### src/rtl/core/tpsa_pkg.sv
// shared types, constants and helpers for the tensor pad source address block
// no dependencies; used by every module in rtl/core
package tpsa_pkg;

	localparam int unsigned MAX_EXTENT   = 4096;
	localparam int unsigned ADDR_BITS_DEF = 40;

	localparam int unsigned EXT_W   = 13;
	localparam int unsigned COORD_W = 14;
	localparam int unsigned PLANE_W = 16;
	localparam int unsigned FILL_W  = 64;
	localparam int unsigned DATA_W  = 64;
	localparam int unsigned PADDR_W = 6;
	localparam int unsigned RIDX_W  = 3;
	localparam int unsigned R_W     = 17;

	localparam int unsigned EXT_CAP = (MAX_EXTENT < 8191) ? MAX_EXTENT : 8191;

	typedef enum logic [1:0] {
		MODE_CONSTANT = 2'd0,
		MODE_REFLECT  = 2'd1,
		MODE_EDGE     = 2'd2
	} pad_mode_t;

	typedef enum logic [RIDX_W-1:0] {
		REG_PAD_MODE   = 3'd0,
		REG_IN_WIDTH   = 3'd1,
		REG_IN_HEIGHT  = 3'd2,
		REG_IN_DEPTH   = 3'd3,
		REG_PAD_LEFT   = 3'd4,
		REG_PAD_TOP    = 3'd5,
		REG_PAD_FRONT  = 3'd6,
		REG_FILL_VALUE = 3'd7
	} reg_idx_t;

	typedef struct packed {
		logic [1:0]       mode;
		logic [EXT_W-1:0] w;
		logic [EXT_W-1:0] h;
		logic [EXT_W-1:0] d;
		logic [EXT_W-1:0] pad_x;
		logic [EXT_W-1:0] pad_y;
		logic [EXT_W-1:0] pad_z;
		logic [FILL_W-1:0] fill;
	} cfg_t;

	function automatic logic [EXT_W-1:0] ext_clamp(input logic [EXT_W-1:0] v);
		logic [EXT_W-1:0] r;
		r = v;
		if (v == '0) begin
			r = EXT_W'(1);
		end else if (v > EXT_W'(EXT_CAP)) begin
			r = EXT_W'(EXT_CAP);
		end
		return r;
	endfunction

endpackage

### src/rtl/core/tpsa_regs.sv
// apb register file holding pad mode, extents, pads and fill word
// depends on tpsa_pkg; extents leave here already clamped
module tpsa_regs (
	input  logic                          clk,
	input  logic                          arst_n,
	input  logic                          psel,
	input  logic                          penable,
	input  logic                          pwrite,
	input  logic [tpsa_pkg::PADDR_W-1:0]  paddr,
	input  logic [tpsa_pkg::DATA_W-1:0]   pwdata,
	output logic [tpsa_pkg::DATA_W-1:0]   prdata,
	output logic                          pready,
	output tpsa_pkg::cfg_t                cfg
);

	logic [1:0]                        mode_q;
	logic [tpsa_pkg::EXT_W-1:0]        w_q, h_q, d_q;
	logic [tpsa_pkg::EXT_W-1:0]        px_q, py_q, pz_q;
	logic [tpsa_pkg::FILL_W-1:0]       fill_q;
	tpsa_pkg::reg_idx_t                idx;
	logic                              wr;

	assign pready = 1'b1;
	assign idx    = tpsa_pkg::reg_idx_t'(paddr[tpsa_pkg::PADDR_W-1:3]);
	assign wr     = psel & penable & pwrite & pready;

	always_ff @(posedge clk or negedge arst_n) begin
		if (!arst_n) begin
			mode_q <= tpsa_pkg::MODE_CONSTANT;
			w_q    <= tpsa_pkg::EXT_W'(1);
			h_q    <= tpsa_pkg::EXT_W'(1);
			d_q    <= tpsa_pkg::EXT_W'(1);
			px_q   <= '0;
			py_q   <= '0;
			pz_q   <= '0;
			fill_q <= '0;
		end else if (wr) begin
			unique case (idx)
				tpsa_pkg::REG_PAD_MODE:   mode_q <= pwdata[1:0];
				tpsa_pkg::REG_IN_WIDTH:   w_q    <= pwdata[tpsa_pkg::EXT_W-1:0];
				tpsa_pkg::REG_IN_HEIGHT:  h_q    <= pwdata[tpsa_pkg::EXT_W-1:0];
				tpsa_pkg::REG_IN_DEPTH:   d_q    <= pwdata[tpsa_pkg::EXT_W-1:0];
				tpsa_pkg::REG_PAD_LEFT:   px_q   <= pwdata[tpsa_pkg::EXT_W-1:0];
				tpsa_pkg::REG_PAD_TOP:    py_q   <= pwdata[tpsa_pkg::EXT_W-1:0];
				tpsa_pkg::REG_PAD_FRONT:  pz_q   <= pwdata[tpsa_pkg::EXT_W-1:0];
				tpsa_pkg::REG_FILL_VALUE: fill_q <= pwdata;
				default: ;
			endcase
		end
	end

	always_comb begin
		prdata = '0;
		unique case (idx)
			tpsa_pkg::REG_PAD_MODE:   prdata = tpsa_pkg::DATA_W'(mode_q);
			tpsa_pkg::REG_IN_WIDTH:   prdata = tpsa_pkg::DATA_W'(w_q);
			tpsa_pkg::REG_IN_HEIGHT:  prdata = tpsa_pkg::DATA_W'(h_q);
			tpsa_pkg::REG_IN_DEPTH:   prdata = tpsa_pkg::DATA_W'(d_q);
			tpsa_pkg::REG_PAD_LEFT:   prdata = tpsa_pkg::DATA_W'(px_q);
			tpsa_pkg::REG_PAD_TOP:    prdata = tpsa_pkg::DATA_W'(py_q);
			tpsa_pkg::REG_PAD_FRONT:  prdata = tpsa_pkg::DATA_W'(pz_q);
			tpsa_pkg::REG_FILL_VALUE: prdata = fill_q;
			default:                  prdata = '0;
		endcase
	end

	always_comb begin
		cfg.mode  = mode_q;
		cfg.w     = tpsa_pkg::ext_clamp(w_q);
		cfg.h     = tpsa_pkg::ext_clamp(h_q);
		cfg.d     = tpsa_pkg::ext_clamp(d_q);
		cfg.pad_x = px_q;
		cfg.pad_y = py_q;
		cfg.pad_z = pz_q;
		cfg.fill  = fill_q;
	end

endmodule

### src/rtl/core/tpsa_axis.sv
// one axis of the source coordinate map: pad shift, then mirror, clamp or bound test
// depends on tpsa_pkg; instantiated once per axis ahead of stage 1
module tpsa_axis (
	input  logic [1:0]                   mode,
	input  logic [tpsa_pkg::COORD_W-1:0] coord,
	input  logic [tpsa_pkg::EXT_W-1:0]   pad,
	input  logic [tpsa_pkg::EXT_W-1:0]   extent,
	output logic [tpsa_pkg::EXT_W-1:0]   src,
	output logic                         outside
);

	localparam int unsigned RW = tpsa_pkg::R_W;

	logic signed [RW-1:0] r, n, nm1, m;
	logic                 r_neg, r_hi;

	always_comb begin
		n     = $signed(RW'(extent));
		nm1   = n - RW'(1);
		r     = $signed(RW'(coord)) - $signed({{(RW-tpsa_pkg::EXT_W){pad[tpsa_pkg::EXT_W-1]}}, pad});
		r_neg = r < 0;
		r_hi  = r >= n;
		m     = r;
		src     = '0;
		outside = 1'b0;
		unique case (mode)
			tpsa_pkg::MODE_EDGE: begin
				if (r_neg) begin
					src = '0;
				end else if (r_hi) begin
					src = nm1[tpsa_pkg::EXT_W-1:0];
				end else begin
					src = r[tpsa_pkg::EXT_W-1:0];
				end
			end
			tpsa_pkg::MODE_REFLECT: begin
				if (r_neg) begin
					m = -r;
				end else if (r_hi) begin
					m = (nm1 <<< 1) - r;
				end else begin
					m = r;
				end
				if (m < 0) begin
					src     = '0;
					outside = 1'b1;
				end else if (m >= n) begin
					src     = nm1[tpsa_pkg::EXT_W-1:0];
					outside = 1'b1;
				end else begin
					src = m[tpsa_pkg::EXT_W-1:0];
				end
			end
			default: begin
				outside = r_neg | r_hi;
				src     = outside ? '0 : r[tpsa_pkg::EXT_W-1:0];
			end
		endcase
	end

endmodule

### src/rtl/core/tpsa_addr.sv
// flat address pipeline: stages 2 to 4, one multiply-add per stage
// depends on tpsa_pkg; stage 4 registers drive the result ports
module tpsa_addr #(
	parameter int unsigned ADDR_BITS = tpsa_pkg::ADDR_BITS_DEF
) (
	input  logic                          clk,
	input  logic                          arst_n,
	input  tpsa_pkg::cfg_t                cfg,
	input  logic                          vld_s1,
	input  logic [tpsa_pkg::PLANE_W-1:0]  plane_s1,
	input  logic [tpsa_pkg::EXT_W-1:0]    sz_s1,
	input  logic [tpsa_pkg::EXT_W-1:0]    sy_s1,
	input  logic [tpsa_pkg::EXT_W-1:0]    sx_s1,
	input  logic                          fill_s1,
	input  logic                          oor_s1,
	output logic                          done,
	output logic [ADDR_BITS-1:0]          source_address,
	output logic                          use_fill,
	output logic [tpsa_pkg::FILL_W-1:0]   fill_out,
	output logic                          out_of_range
);

	localparam int unsigned EW    = tpsa_pkg::EXT_W;
	localparam int unsigned P1_W  = tpsa_pkg::PLANE_W + EW;
	localparam int unsigned A1_W  = P1_W + 1;
	localparam int unsigned P2_W  = A1_W + EW;
	localparam int unsigned A2_W  = (ADDR_BITS < P2_W) ? ADDR_BITS : P2_W;

	logic                  vld_s2, vld_s3;
	logic [A1_W-1:0]       a1_s2;
	logic [A2_W-1:0]       a2_s3;
	logic [EW-1:0]         sy_s2, sx_s2, sx_s3;
	logic                  fill_s2, fill_s3, oor_s2, oor_s3;
	logic [P1_W-1:0]       prod1;
	logic [P2_W-1:0]       prod2;
	logic [ADDR_BITS-1:0]  prod3;

	assign prod1 = P1_W'(plane_s1) * P1_W'(cfg.d);
	assign prod2 = P2_W'(a1_s2) * P2_W'(cfg.h);
	assign prod3 = ADDR_BITS'(a2_s3) * ADDR_BITS'(cfg.w);

	always_ff @(posedge clk or negedge arst_n) begin
		if (!arst_n) begin
			vld_s2 <= 1'b0;
			vld_s3 <= 1'b0;
			done   <= 1'b0;
		end else begin
			vld_s2 <= vld_s1;
			vld_s3 <= vld_s2;
			done   <= vld_s3;
		end
	end

	always_ff @(posedge clk) begin
		a1_s2   <= A1_W'(prod1) + A1_W'(sz_s1);
		sy_s2   <= sy_s1;
		sx_s2   <= sx_s1;
		fill_s2 <= fill_s1;
		oor_s2  <= oor_s1;

		a2_s3   <= A2_W'(prod2 + P2_W'(sy_s2));
		sx_s3   <= sx_s2;
		fill_s3 <= fill_s2;
		oor_s3  <= oor_s2;

		source_address <= fill_s3 ? '0 : prod3 + ADDR_BITS'(sx_s3);
		use_fill       <= fill_s3;
		fill_out       <= fill_s3 ? cfg.fill : '0;
		out_of_range   <= oor_s3 & ~fill_s3;
	end

endmodule

### src/rtl/core/tensor_pad_source_address.sv
// top level of the tensor pad source address generator
// depends on tpsa_pkg, tpsa_regs, tpsa_axis, tpsa_addr
//
//  channel   handshake               payload
//  command   start / busy            plane, out_z, out_y, out_x
//  result    done (one-cycle strobe) source_address, use_fill, fill_out, out_of_range
//  config    apb psel/penable/pready paddr, pwdata, prdata (64-bit, 8-byte stride)
//
// one word accepted every cycle; busy is never raised
// the path is the axis map, then plane*d+z, *h+y and *w+x, one multiply each, each step registered
// the receiver cannot stall, so the pipeline never holds
// reset clears the valid bits and loads the register defaults
module tensor_pad_source_address #(
	parameter int unsigned ADDR_BITS = tpsa_pkg::ADDR_BITS_DEF
) (
	input  logic                          clk,
	input  logic                          arst_n,
	input  logic                          psel,
	input  logic                          penable,
	input  logic                          pwrite,
	input  logic [tpsa_pkg::PADDR_W-1:0]  paddr,
	input  logic [tpsa_pkg::DATA_W-1:0]   pwdata,
	output logic [tpsa_pkg::DATA_W-1:0]   prdata,
	output logic                          pready,
	input  logic                          start,
	output logic                          busy,
	input  logic [tpsa_pkg::PLANE_W-1:0]  plane,
	input  logic [tpsa_pkg::COORD_W-1:0]  out_z,
	input  logic [tpsa_pkg::COORD_W-1:0]  out_y,
	input  logic [tpsa_pkg::COORD_W-1:0]  out_x,
	output logic                          done,
	output logic [ADDR_BITS-1:0]          source_address,
	output logic                          use_fill,
	output logic [tpsa_pkg::FILL_W-1:0]   fill_out,
	output logic                          out_of_range
);

	tpsa_pkg::cfg_t                 cfg;
	logic [tpsa_pkg::EXT_W-1:0]     sz, sy, sx;
	logic                           oz, oy, ox, outside;
	logic                           is_const, is_refl;
	logic                           vld_s1;
	logic [tpsa_pkg::PLANE_W-1:0]   plane_s1;
	logic [tpsa_pkg::EXT_W-1:0]     sz_s1, sy_s1, sx_s1;
	logic                           fill_s1, oor_s1;

	assign busy = 1'b0;

	tpsa_regs u_regs (
		.clk     (clk),
		.arst_n  (arst_n),
		.psel    (psel),
		.penable (penable),
		.pwrite  (pwrite),
		.paddr   (paddr),
		.pwdata  (pwdata),
		.prdata  (prdata),
		.pready  (pready),
		.cfg     (cfg)
	);

	tpsa_axis u_axis_z (
		.mode (cfg.mode), .coord (out_z), .pad (cfg.pad_z), .extent (cfg.d),
		.src (sz), .outside (oz)
	);

	tpsa_axis u_axis_y (
		.mode (cfg.mode), .coord (out_y), .pad (cfg.pad_y), .extent (cfg.h),
		.src (sy), .outside (oy)
	);

	tpsa_axis u_axis_x (
		.mode (cfg.mode), .coord (out_x), .pad (cfg.pad_x), .extent (cfg.w),
		.src (sx), .outside (ox)
	);

	assign outside  = oz | oy | ox;
	assign is_refl  = (cfg.mode == tpsa_pkg::MODE_REFLECT);
	assign is_const = (cfg.mode != tpsa_pkg::MODE_REFLECT) && (cfg.mode != tpsa_pkg::MODE_EDGE);

	always_ff @(posedge clk or negedge arst_n) begin
		if (!arst_n) begin
			vld_s1 <= 1'b0;
		end else begin
			vld_s1 <= start & ~busy;
		end
	end

	always_ff @(posedge clk) begin
		plane_s1 <= plane;
		sz_s1    <= sz;
		sy_s1    <= sy;
		sx_s1    <= sx;
		fill_s1  <= is_const & outside;
		oor_s1   <= is_refl & outside;
	end

	tpsa_addr #(
		.ADDR_BITS (ADDR_BITS)
	) u_addr (
		.clk            (clk),
		.arst_n         (arst_n),
		.cfg            (cfg),
		.vld_s1         (vld_s1),
		.plane_s1       (plane_s1),
		.sz_s1          (sz_s1),
		.sy_s1          (sy_s1),
		.sx_s1          (sx_s1),
		.fill_s1        (fill_s1),
		.oor_s1         (oor_s1),
		.done           (done),
		.source_address (source_address),
		.use_fill       (use_fill),
		.fill_out       (fill_out),
		.out_of_range   (out_of_range)
	);

endmodule

### config.mk
export PLATFORM = sky130hd
export DESIGN_NAME = tensor_pad_source_address
export DESIGN_NICKNAME = d
export VERILOG_FILES = /design/src/rtl/core/tpsa_pkg.sv /design/src/rtl/core/tpsa_regs.sv /design/src/rtl/core/tpsa_axis.sv /design/src/rtl/core/tpsa_addr.sv /design/src/rtl/core/tensor_pad_source_address.sv
export SDC_FILE = /design/constraint.sdc
export NUM_CORES = 2
export LEC_CHECK = 0
export ABC_AREA = 1
export BUFFER_PORTS_ARGS = -buffer_cell sky130_fd_sc_hd__buf_2
export CORE_MARGIN = 2
export CORE_UTILIZATION = 50
export CTS_CLUSTER_DIAMETER = 40
export DETAILED_ROUTE_END_ITERATION = 7
export GPL_TIMING_DRIVEN = 0
export PLACE_DENSITY_LB_ADDON = 0.1
export SETUP_SLACK_MARGIN = 0.4
export SLEW_MARGIN = 20
export SYNTH_ARGS = -nofsm -noshare
export SYNTH_HDL_FRONTEND = slang
export SYNTH_HIERARCHICAL = 1
export SYNTH_SLANG_ARGS = --single-unit
### constraint.sdc
create_clock -name clk -period 6.5 [get_ports clk]
set_input_delay 0.65 -clock clk [delete_from_list [all_inputs] [get_ports clk]]
set_output_delay 0.65 -clock clk [all_outputs]
set_load 0.005 [all_outputs]
---- Word level (Yosys, flattened, before mapping) ----
Index checks and enable logic that the tools add are counted.
word-level totals
  bits in registers ....................... 424
  output and inout port bits .............. 173
  bits of input ports ..................... 134
  logic and storage cells ................. 142
cells by class
  $mul .................................... 3
  $lt $le $gt $ge ......................... 15
  $add $sub $neg .......................... 15
  multiplexer cells ....................... 43
  bitwise operators ....................... 11
  equal/unequal tests ..................... 11
  reductions and logical operators ........ 13
operator list
  kind                                                                            number
  64-bit case mux with 8 select lines                                             1
  13-bit two-way mux                                                              21
  17-bit two-way mux                                                              9
  40-bit by 13-bit adder with 40-bit output                                       2
  13-bit case mux with 2 select lines                                             3
  17-bit by 14-bit greater-or-equal comparator with 1-bit output                  3
  17-bit by 1-bit less-than comparator with 1-bit output (second input constant)  3
  16-bit negation with 17-bit output                                              3
  15-bit by 16-bit subtractor with 17-bit output                                  3
  16-bit by 14-bit greater-or-equal comparator with 1-bit output                  3
  16-bit by 1-bit less-than comparator with 1-bit output (second input constant)  3
  15-bit by 13-bit subtractor with 16-bit output                                  3
  13-bit by 1-bit subtractor with 14-bit output (second input constant)           3
  30-bit by 13-bit multiplier with 40-bit output                                  1
  40-bit by 13-bit multiplier with 40-bit output                                  1
  13-bit greater-than comparator (second input constant)                          3
  13-bit zero test                                                                3
  29-bit by 13-bit adder with 30-bit output                                       1
  16-bit by 13-bit multiplier with 29-bit output                                  1
  2-bit AND reduction                                                             8
  3-bit equality test (second input constant)                                     4
  3-bit by 2-bit equality test with 1-bit output (second input constant)          2
  1-bit two-way mux                                                               6
  1-bit case mux with 2 select lines                                              3
  10 further kinds                                                                18

---- Longest topological paths before layout ----
  word-level depth ........................ 15
  gate-level depth with buffers ........... 45
  gate-level depth less buffers ........... 43

---- Cells and area by module ----
The synthesis kept the hierarchy.
by module, submodules not included
  module                     sequential area each (um^2)  instances  area an instance (um^2)  cells each
  tpsa_addr                  4459.3                       1          40207.3                  5085
  tpsa_axis (u_axis_x ...)   0.0                          2          4292.9                   773
  tpsa_regs                  3607.2                       1          7000.5                   935
  tpsa_axis (u_axis_z)       0.0                          1          4250.3                   765
  tensor_pad_source_address  1166.1                       1          1218.7                   68

---- Worst setup path before layout ----
No wires, ideal clock.
  path type ............................... reg-to-reg
  from .................................... register u_regs/d_q[11] (netlist name)
  to ...................................... register u_addr.a1_s2[17]
  required time ........................... 6.373 ns
  setup time .............................. 0.127 ns
  path buffers ............................ 2
  period minus slack after synthesis ...... 6.190 ns
  arrival ................................. 6.063 ns
  stages on the path, launching flop included .. 25
  path slack .............................. 0.310 ns
  path through ............................ dfrtp_1 > nor2_1 > nand2_1 > nor2_1 > nand2_1 > a21oi_1 > clkbuf_1 > clkbuf_1 > nand2_1 > fa_1 > fa_1 > inv_1 > fa_1 > fa_1 > fa_1 > inv_1 > fa_1 > inv_1 > ha_1 > a21o_1 > a21oi_1 > nand3_1 > a21oi_1 > o21ai_0 > xor2_1
RTL lines
  what                      line             source
  start: declaration        tpsa_regs.sv:17  logic [tpsa_pkg::EXT_W-1:0] w_q, h_q, d_q;
  start signal: assignment  tpsa_regs.sv:32  d_q <= tpsa_pkg::EXT_W'(1);
  start signal: assignment  tpsa_regs.sv:42  tpsa_pkg::REG_IN_DEPTH: d_q <= pwdata[tpsa_pkg::EXT_W-1:0];
  end signal: assignment    tpsa_addr.sv:55  a1_s2 <= A1_W'(prod1) + A1_W'(sz_s1);
  end: declaration          tpsa_addr.sv:30  logic [A1_W-1:0] a1_s2;

==> results.sh <==
export IMPL_die_y_um=354
export IMPL_hold_class="in2reg"
export IMPL_crit_slowest_cell="dfstp_2"
export IMPL_area_growth_pct=20.8
export IMPL_drv_cap=0
export IMPL_avgSynthCellArea_um2=7.29
export IMPL_grt_usage=0.323
export IMPL_cts_tree="done"
export IMPL_drtIter0Drc=4592
export IMPL_grt_pass1_wl_mm=315
export IMPL_cts_htree_levels=3
export IMPL_vias_per_cell=5.28
export IMPL_max_slew_margin_rel=0.328
export IMPL_fp_row_count=128
export IMPL_grt_max_degree=80
export IMPL_cp_end_kind="register"
export IMPL_critPathMostFrequentCell="nand2_4"
export IMPL_drt_pass1_iter_count=6
export IMPL_gr_total_overflow=0
export IMPL_core_area_um2=122000
export IMPL_hpwl_mm=166
export IMPL_slowest_delay_ns=0.55
export IMPL_slew_violations=0
export IMPL_synth_yosys_seq_area_share=0.151
export IMPL_numCtsBuffers=68
export IMPL_via_count=56700
export IMPL_fp_dieArea_um2=125000
export IMPL_ant_nets=0
export IMPL_setup_violations=0
export IMPL_place_ws_ns=-1.27
export IMPL_period_needed_ns=6.23
export IMPL_timing_critical_path_required_ns=7.03
export IMPL_drc_errors=0
export IMPL_grt_pass1_vias=55800
export IMPL_synth_top_flop_cell="dfxtp_1"
export IMPL_synth_enable_flop_cells=0
export IMPL_nets=10500
export IMPL_antenna_found_initial=13
export IMPL_synth_distinct_cells=64
export IMPL_worstSkewPairLatency_ns=0.70
export IMPL_async_flop_share=0.349
export IMPL_cts_root_buf="clkbuf_16"
export IMPL_finalHoldViolCount=0
export IMPL_wl_per_cell_um=19.3
export IMPL_final_layout_size_suffix_gt1_frac=0.185
export IMPL_synth_nets=9854
export IMPL_finClkSkew_ns=0.0509
export IMPL_worst_slack_ns=0.268
export IMPL_crit_family="adder cells"
export IMPL_syn_cell_area_um2=61300
export IMPL_start_util=0.503
export IMPL_critPathMaxFanout=7
export IMPL_clk_pin_slew_ns=0.06
export IMPL_mostFrequentLayoutCell="nand2_1"
export IMPL_cts_sinks=424
export IMPL_fmax_mhz=160
export IMPL_gp_congestion=0.975
export IMPL_final_cell_mix="nand2_1 (2,188), inv_1 (1,821), fa_1 (808)"
export IMPL_die_w_um=354
export IMPL_ys_ff_latch=424
export IMPL_ff_latch_area_um2=9240
export IMPL_clockBufferDepth=3
export IMPL_grt_setup_unrepaired="true"
export IMPL_timing_final_crit_share=0.959
export IMPL_postSynthCellCount=8399
export IMPL_crit_buf_inv=9
export IMPL_nFillCells=11300
export IMPL_port_buffers=301
export IMPL_ys_warn_count=6
export IMPL_outcome="complete, no violations"
export IMPL_worst_pin_slew_ns=1.01
export IMPL_worstSetupPathType="reg2reg"
export IMPL_io_pins=307
export IMPL_multi_input_area_um2=47000
export IMPL_start_kind="register"
export IMPL_wirelength_mm=207
export IMPL_arrival_ns=6.76
stage by stage:
step,cell area [um^2],util,TNS (ns),hold slack [ns],std cells
detailed placement,64900,0.533,-76.44,0.312,10300
global placement,64800,0.533,-80.08,0.310,10300
floorplan,61300,-,0,0.310,8399
CTS,71000,0.583,0,0.0655,10600
global route,74000,0.608,0,0.0692,10700
finish,74000,0.608,0,0.0907,10700
layout make-up:
class / instances / area share
clock buffer: 76 / 0.0237
timing repair buffer: 562 / 0.0503
antenna: 11 / 0.000372
sequential: 424 / 0.125
clock inverter: 50 / 0.0102
buffer: 287 / 0.0295
multi-input combinational: 5764 / 0.636
tap: 1625 / 0.0275
inverter: 1925 / 0.0981
sequential cells by signal, summed over array words and instances, names as in the netlist, 16 cells and up:
name and count:
plane_s1 16, u_addr/a1_s2 30, u_addr/a2_s3 40, u_addr/fill_out 64, u_addr/source_address 40, u_regs/fill_q 64
synthesized netlist by cell type (12+ instances only):
master       n  area (um^2)
a21boi_0    14          105
nand3b_1    20          150
nand3_2     36          360
nand2_2     94          588
nand2_1   2277         8550
nor2_2      25          156
o21ai_0    270         1350
xor2_1     114          998
nor3_1      50          250
nand3_1    262         1310
a21o_1      28          210
xnor2_1     38          333
buf_1       27          101
a31oi_1     27          169
dfxtp_1    276         5530
fa_1       839        16800
a21oi_1    330         1650
o21bai_1    27          203
o211ai_1    32          240
o221ai_1    12          105
clkbuf_1   213          800
a21oi_2     22          193
inv_1     1910         7170
inv_2       14         52.6
buf_2       30          150
dfrtp_1    145         3630
nor2_1     532         2000
ha_1       482         6030
nand4_1    118          738
repair_timing:
action,CTS,global route
hold endpoints to repair,52,0
hold buffers,1,0
buffers inserted,136,122
pin swaps,154,271
setup endpoints to repair,129,120
gates resized for setup,653,524
gates cloned,1,1
routing by layer:
layer  share of wire  vias to the layer above  track usage
met5        0.000048                        -            0
met4           0.041                        2        0.119
met3           0.074                      434       0.0469
met2            0.47                     2184        0.532
met1            0.41                    27500        0.433
li1                -                    26600            -
path summary, 6_finish.rpt:
kind / startpoint / end / slack (ns) / cells after the start
worst max-delay path: u_regs/h_q[0]$_DFFE_PN1P_ / u_addr/a2_s3[29]$_DFF_P_ / 0.27 / 31
worst min-delay path: start / vld_s1$_DFF_PN0_ / 0.09 / 1
worst max register to register: u_regs/h_q[0]$_DFFE_PN1P_ / u_addr/a2_s3[29]$_DFF_P_ / 0.27 / 31
worst min register to register: u_addr/sx_s2[3]$_DFF_P_ / u_addr/sx_s3[3]$_DFF_P_ / 0.32 / 0
max in group asynchronous: arst_n / u_regs/h_q[0]$_DFFE_PN1P_ / 5.05 / 3
min in group asynchronous: arst_n / u_regs/fill_q[56]$_DFFE_PN0P_ / 0.53 / 2
kinds of logic after synthesis:
logic type / after synthesis / synth area share
other: 2 / 0.000123
buffers and inverters: 2212 / 0.138
AND/OR/NAND/NOR: 3477 / 0.241
XOR/XNOR: 155 / 0.0227
AO/OA/AOI/OAI: 808 / 0.0748
flip-flops: 424 / 0.151
adder cells (fa/ha/maj): 1321 / 0.373
Power is left out: the tool's default activity adds up to more than one toggle a clock period on the data nets, which glitch-free logic cannot reach.
